--- src/sv/qpm_pkg.sv ---
// Shared types and fixed-point helpers for the quaternion pose-to-matrix unit.
// No dependencies.
package qpm_pkg;
  localparam int VW = 48;
  localparam int FB = 24;
  localparam logic signed [VW-1:0] VMAX = {1'b0, {(VW-1){1'b1}}};
  localparam logic signed [VW-1:0] VMIN = {1'b1, {(VW-1){1'b0}}};
  localparam logic signed [VW-1:0] ONE = VW'(64'sd1 <<< FB);

  typedef enum logic [2:0] {
    K_IDENT = 3'd0, K_TRANS = 3'd1, K_ROT = 3'd2, K_ROTS = 3'd3, K_FULL = 3'd4
  } kind_e;

  typedef logic signed [VW-1:0] val_t;

  // Queue entry from front to back: one compute request.
  typedef struct packed {
    logic [2:0] kind;
  } req_t;

  // Saturating add.
  function automatic val_t sadd(val_t a, val_t b);
    logic signed [VW:0] s;
    s = {a[VW-1], a} + {b[VW-1], b};
    if (s[VW] != s[VW-1]) sadd = s[VW] ? VMIN : VMAX;
    else sadd = s[VW-1:0];
  endfunction

  function automatic val_t sneg(val_t a);
    sneg = (a == VMIN) ? VMAX : -a;
  endfunction
endpackage

--- src/sv/qpm_front.sv ---
// Front end: accepts items, writes loads to the store, queues compute requests.
// Depends on qpm_pkg.
module qpm_front import qpm_pkg::*; (
  input  logic       clk_i,
  input  logic       rst_ni,
  input  logic       in_valid_i,
  output logic       in_ready_o,
  input  logic       cmd_i,
  input  logic [3:0] slot_i,
  input  val_t       value_i,
  input  logic [2:0] kind_i,
  output logic       we_o,
  output logic [3:0] waddr_o,
  output val_t       wdata_o,
  output logic       req_valid_o,
  output req_t       req_o,
  input  logic       req_ready_i
);
  // Two-entry queue of compute requests
  req_t       fifo_q [2];
  logic       wp_q, rp_q;
  logic [1:0] cnt_q;
  logic       acc, push, pop;

  // Loads wait while requests are pending so they never overwrite live slots
  assign in_ready_o = cmd_i ? (cnt_q != 2'd2) : (cnt_q == 2'd0 && req_ready_i);
  assign acc  = in_valid_i && in_ready_o;
  assign push = acc && cmd_i;
  assign pop  = req_valid_o && req_ready_i;
  assign we_o = acc && !cmd_i;
  assign waddr_o = slot_i;
  assign wdata_o = value_i;
  assign req_valid_o = cnt_q != 2'd0;
  assign req_o = fifo_q[rp_q];

  always_ff @(posedge clk_i) begin
    if (push) fifo_q[wp_q] <= '{kind: kind_i};
  end

  always_ff @(posedge clk_i or negedge rst_ni) begin
    if (!rst_ni) begin
      wp_q <= 1'b0; rp_q <= 1'b0; cnt_q <= 2'd0;
    end else begin
      if (push) wp_q <= ~wp_q;
      if (pop) rp_q <= ~rp_q;
      cnt_q <= cnt_q + 2'(push) - 2'(pop);
    end
  end

  property p_no_overflow;
    @(posedge clk_i) disable iff (!rst_ni) cnt_q == 2'd2 |-> !push || pop;
  endproperty
  a_no_overflow: assert property (p_no_overflow) else $error("queue overflow");
  a_load_idle: assert property (@(posedge clk_i) disable iff (!rst_ni)
    we_o |-> cnt_q == 2'd0) else $error("load while busy");
  a_cnt: assert property (@(posedge clk_i) disable iff (!rst_ni)
    cnt_q != 2'd3) else $error("bad count");
endmodule

--- config.mk ---
export PLATFORM = sky130hd
export DESIGN_NAME = qpm_front
export DESIGN_NICKNAME = d
export VERILOG_FILES = /design/src/sv/qpm_pkg.sv /design/src/sv/qpm_front.sv
export SDC_FILE = /design/constraint.sdc
export NUM_CORES = 1
export LEC_CHECK = 0
export BUFFER_PORTS_ARGS = -buffer_cell sky130_fd_sc_hd__buf_2
export CORE_MARGIN = 3
export CORE_UTILIZATION = 28
export DETAILED_ROUTE_END_ITERATION = 12
export PLACE_DENSITY = 0.74
export SETUP_SLACK_MARGIN = 0.02
export SLEW_MARGIN = 25
export SYNTH_ARGS = -nofsm -noshare
export SYNTH_HDL_FRONTEND = slang
export SYNTH_SLANG_ARGS = --single-unit
--- constraint.sdc ---
create_clock -name clk_i -period 1.28 [get_ports clk_i]
set_clock_uncertainty 0.15 [all_clocks]
set_input_delay 0.192 -clock clk_i [delete_from_list [all_inputs] [get_ports clk_i]]
set_output_delay 0.192 -clock clk_i [all_outputs]
set_load 0.02 [all_outputs]
Yosys cells after proc, flatten, opt, wreduce, memory -nomap -nowiden

Memories as Yosys holds them, arrays and structs flattened.
Index checks and enable logic that the tools add are counted.

$add $sub $neg: 2
Equality and inequality tests: 1
Muxes and demuxes: 3
Bitwise gates (word level): 2
Reductions and logical operators: 8

Operators with widths:

| operator           | count |
|---|---|
| $logic_and 1x1->1  | 5 |
| $mux 1             | 3 |
| $add 2x1->2        | 1 |
| $logic_not 2->1    | 1 |
| $ne 2x2->1 const B | 1 |
| $not 1->1          | 2 |
| $reduce_bool 2->1  | 1 |
| $sub 2x1->2        | 1 |
| $logic_not 1->1    | 1 |

Bits in registers: 4
RAM bits: 6
Input port bits: 60
Output and inout bits: 58
Logic and storage cells: 20
Memories kept: 1

Memory list:

| name   | words | width | read ports | clocked after memory_dff | wr ports | RTL line        | RTL |
|---|---|---|---|---|---|---|---|
| fifo_q | 2     | 3     | 1          | 0                        | 1        | qpm_front.sv:20 | `req_t fifo_q [2];` |

Logic depth before layout (Yosys ltp)

Depth in word-level cells: 7
Mapped depth: 5
Depth with buffers taken out: 5

Least setup slack after synthesis

OpenSTA, ideal clock, no wires.

Kind: reg2reg
Start point: register cnt_q[1]
End point: register cnt_q[1]
Library setup time: 127 ps
Data arrival time: 1239 ps
Data required time: 1003 ps
Setup slack: -236 ps
Cell stages (with the launch flop): 6
Buffers on the path: 0
Period minus slack after synthesis: 1516 ps
Cell sequence: dfrtp_1 or2_1 nand2_1 a21oi_1 ha_1 xor2_1

Elaborated cells on any way between the ends: 10
Classes of those cells: 2 x add/sub; 1 x eq/ne; 1 x mux; 6 x reduce/logical

RTL lines:

| what                   | RTL line        | RTL |
|---|---|---|
| start, declared        | qpm_front.sv:22 | `logic [1:0] cnt_q;` |
| start signal, assigned | qpm_front.sv:46 | `cnt_q <= cnt_q + 2'(push) - 2'(pop);` |
| $reduce_bool 2->1      | qpm_front.sv:33 | `assign req_valid_o = cnt_q != 2'd0;` |
| net req_valid_o        | qpm_front.sv:15 | `output logic req_valid_o,` |
| $logic_and 1x1->1      | qpm_front.sv:29 | `assign pop = req_valid_o && req_ready_i;` |
| $sub 2x1->2            | qpm_front.sv:46 |  |

The timed path passes the listed nets, and every way through them passes these cells.
A chain may end at the register's enable or synchronous reset.

Worst setup path in the final report

Start point: register cnt_q[0]
End point: output we_o

Word-level cells in the longest chain between the ends: 5
Elaborated cells on any way between the ends: 6
Classes of those cells: 1 x eq/ne; 1 x mux; 4 x reduce/logical

RTL lines:

| what                | RTL line        | RTL |
|---|---|---|
| $logic_not 2->1     | qpm_front.sv:26 | `assign in_ready_o = cmd_i ? (cnt_q != 2'd2) : (cnt_q == 2'd0 && req_ready_i);` |
| $logic_and 1x1->1   | qpm_front.sv:26 |  |
| $mux 1 *            | qpm_front.sv:26 |  |
| $logic_and 1x1->1 * | qpm_front.sv:27 | `assign acc = in_valid_i && in_ready_o;` |
| $logic_and 1x1->1 * | qpm_front.sv:30 | `assign we_o = acc && !cmd_i;` |
| end, declared       | qpm_front.sv:12 | `output logic we_o,` |

Mark *: on every way between the ends. The rest lies on a longest branch, timed or not.

==> reports/qor.txt <==
Fin crit share: 121%
Crit end category: primary output
Full die area: 0.00376 mm^2
DR top layer: met4
Total congestion overflow: 0
Area Growth Syn to Fin: 4.96%
Htree depth: 1
Post-synth EDFFs: 6
Die Span Y: 61.3 um
CP Class: register to primary output
First DRT Iteration DRCs: 7
CTS tree: done
Worst skew pair latency: 0.26 ns
Critical path launch point type: register
Vias in the first global route: 489
Max-slew headroom: 86.4%
CTS sink cnt: 10
Top cells by area, synth: buf_4, edfxtp_1, dfrtp_1, mux2_2, xnor2_1
RR Endpoint: cnt_q[1]
Detailed Routing Iterations Pass 1: 4
Clock Tree Buf Depth: 2
Hold WC Path Type: primary input to asynchronous set/reset pin
R2R depth: 6
PD cells: 2150 mW/mm^2
Number of port buffers: 13
YS warnings: 0
Peak VDD IR: 644 uV
Synth Flop Type: edfxtp_1
Ports: 118
First-pass GRT wire length: 2450 um
Share of layout cells above drive strength 1: 70.0%
RePlAce Congestion: 0.666
Worst-path clk slew: 0.06 ns
Ys async rst share: 40.0%
Worst Setup SP: cnt_q[0]
Final WS setup: -0.270 ns
Register bit total from synthesis: 10
Met2 wire length: 1010 um
Nets: 132
Area of the core: 0.00283 mm^2
Vias: 466
Area of the mapped netlist: 857 um^2
Status: finished, violations left
Post-DR wirelength/cell: 17.4 um
Fmax: 0.645 GHz
Top cells by count, synth: buf_4, edfxtp_1, dfrtp_1, nand2_1, mux2_2
Root Buffer: clkbuf_4
RSZ-0062 raised after global routing: true
Met3 WL: 281 um
Routed Wire Length: 1760 um
WP data required: 0.94 ns
Failing checks: negative setup slack
Antenna Nets Post-Route: 0
Worst R2R Setup Slack: -0.24 ns
Tightest Pin Transition: 0.203 ns
Max-Cap Viols: 0
Dominant cell type by area after synthesis: buf_4
HPWL Detailed: 1310 um
Worst hold slack: 0.123 ns
FP Rows: 19
Max-slew violation count: 0
Leakage: 0.385 nW
TritonCTS buffer count: 3
Yosys top cell area share: 45.5%
Leading cell type by number of instances after synthesis: buf_4
Worst R2R Start: cnt_q[1]
N_diodes: 0
Placed cell count: 86
Overall fraction of global-route tracks in use: 9.75%
Sequential fraction of the synthesis area: 32.7%
Pin count of the biggest net entering global routing: 7
M1 wire length: 424 um
Initial antenna violation count: 0
Worst-path fanout max: 3
Die Width: 61.3 um
Worst setup path end: we_o
Final Hold Vio Count: 0
Final non-filler cell area: 900 um^2
Post-Synthesis Cells: 88
Min Tclk post-route: 1.55 ns
Cell Area, Placed: 634 um^2
Setup-failing EPs final: 16
WP data arrival: 1.21 ns
# DRC: 0
Fill count: 287
Synthesized Nets: 149
Syn avg cell area: 9.74 um^2
Post-Layout Cell Count: 101
Initial Util: 30.3%
Vias per cell: 4.61
Distinct cells, synth: 20
-- cells by family (layout without fill, tap and decap cells) --
family | count (synthesis) | after routing | synth area share, %
mux | 3 | 3 | 3.94
xor+xnor | 3 | 3 | 3.07
simple gates | 15 | 15 | 9.64
flops | 10 | 10 | 32.7
fa+ha+maj | 1 | 1 | 1.46
buf+inv | 52 | 34 | 45.5
compound gates | 4 | 4 | 3.65
-- worst max-delay path: stages, from the launching register on --
cell and delay, ns:
dfrtp_1 0.40, buf_6 0.14, nor2b_4 0.10, and3_4 0.19, buf_6 0.12
-- stage by stage --
step | worst slack (ns) | utilization, % | TNS (ns) | power [mW]
2_1_floorplan | -0.116 | - | -0.179 | 1.13
3_3_place_gp | -0.0392 | 22.4 | -0.121 | 1.14
3_5_place_dp | -0.0898 | 22.4 | -0.443 | 1.18
4_1_cts | -0.271 | 30.7 | -2.24 | 1.84
5_1_grt | -0.318 | 31.8 | -2.87 | 2.07
6_report | -0.270 | 31.8 | -2.18 | 1.94
-- power breakdown --
| part | internal [mW] | leakage, nW | switching (mW) |
|---|---|---|---|
| Sequential | 0.445 | 0.0999 | 0.0999 |
| Clock | 0.112 | 0.0154 | 0.0983 |
| Combinational | 0.721 | 0.270 | 0.459 |
-- cell usage in the layout (no fill, tap or decap), types with 2 or more instances in the layout --
| cell type | count |
|---|---|
| buf_2 | 7 |
| dfrtp_2 | 2 |
| nand2_4 | 2 |
| and3_4 | 2 |
| buf_4 | 5 |
| edfxtp_1 | 6 |
| dlygate4sd3_1 | 4 |
| nand2_1 | 2 |
| clkbuf_4 | 3 |
| mux2_4 | 3 |
| buf_6 | 14 |
| dfrtp_1 | 2 |
-- repair_timing --
| action | in CTS | in global routing |
|---|---|---|
| gates resized for setup | 32 | 6 |
| hold endpoints to repair | 10 | 0 |
| hold buffers | 4 | 0 |
| endpoints found under the setup margin | 14 | 16 |
| buffers inserted | 6 | 2 |
| pin swaps | 3 | 2 |
-- final cells by class --
cell class	instances	area [um^2]	share of cell area, %
Tap cell	31	38.8	4.31
Sequential cell	10	283	31.4
Clock buffer	3	22.5	2.50
Timing Repair Buffer	30	270	30.0
Multi-Input combinational cell	26	282	31.3
Clock inverter	1	3.75	0.417
-- layer usage --
| metal | track usage, % | vias up |
|---|---|---|
| li1 | - | 201 |
| met3 | 7.76 | 8 |
| met2 | 18.3 | 42 |
| met4 | 6.81 | 0 |
| met1 | 5.86 | 215 |
| met5 | 0 | - |
-- worst min path at each step --
stage | from | end
2_1_floorplan | rst_ni | cnt_q[0]
3_3_place_gp | rst_ni | rp_q
3_5_place_dp | rst_ni | rp_q
4_1_cts | rst_ni | cnt_q[1]
5_1_grt | rst_ni | cnt_q[0]
6_report | rst_ni | cnt_q[0]
-- registers in the layout (all words and copies together) (netlist names) --
name	flops
cnt_q	2
wp_q	1
fifo_q	6
rp_q	1
Note: power is estimated with default switching activity, not from simulation.
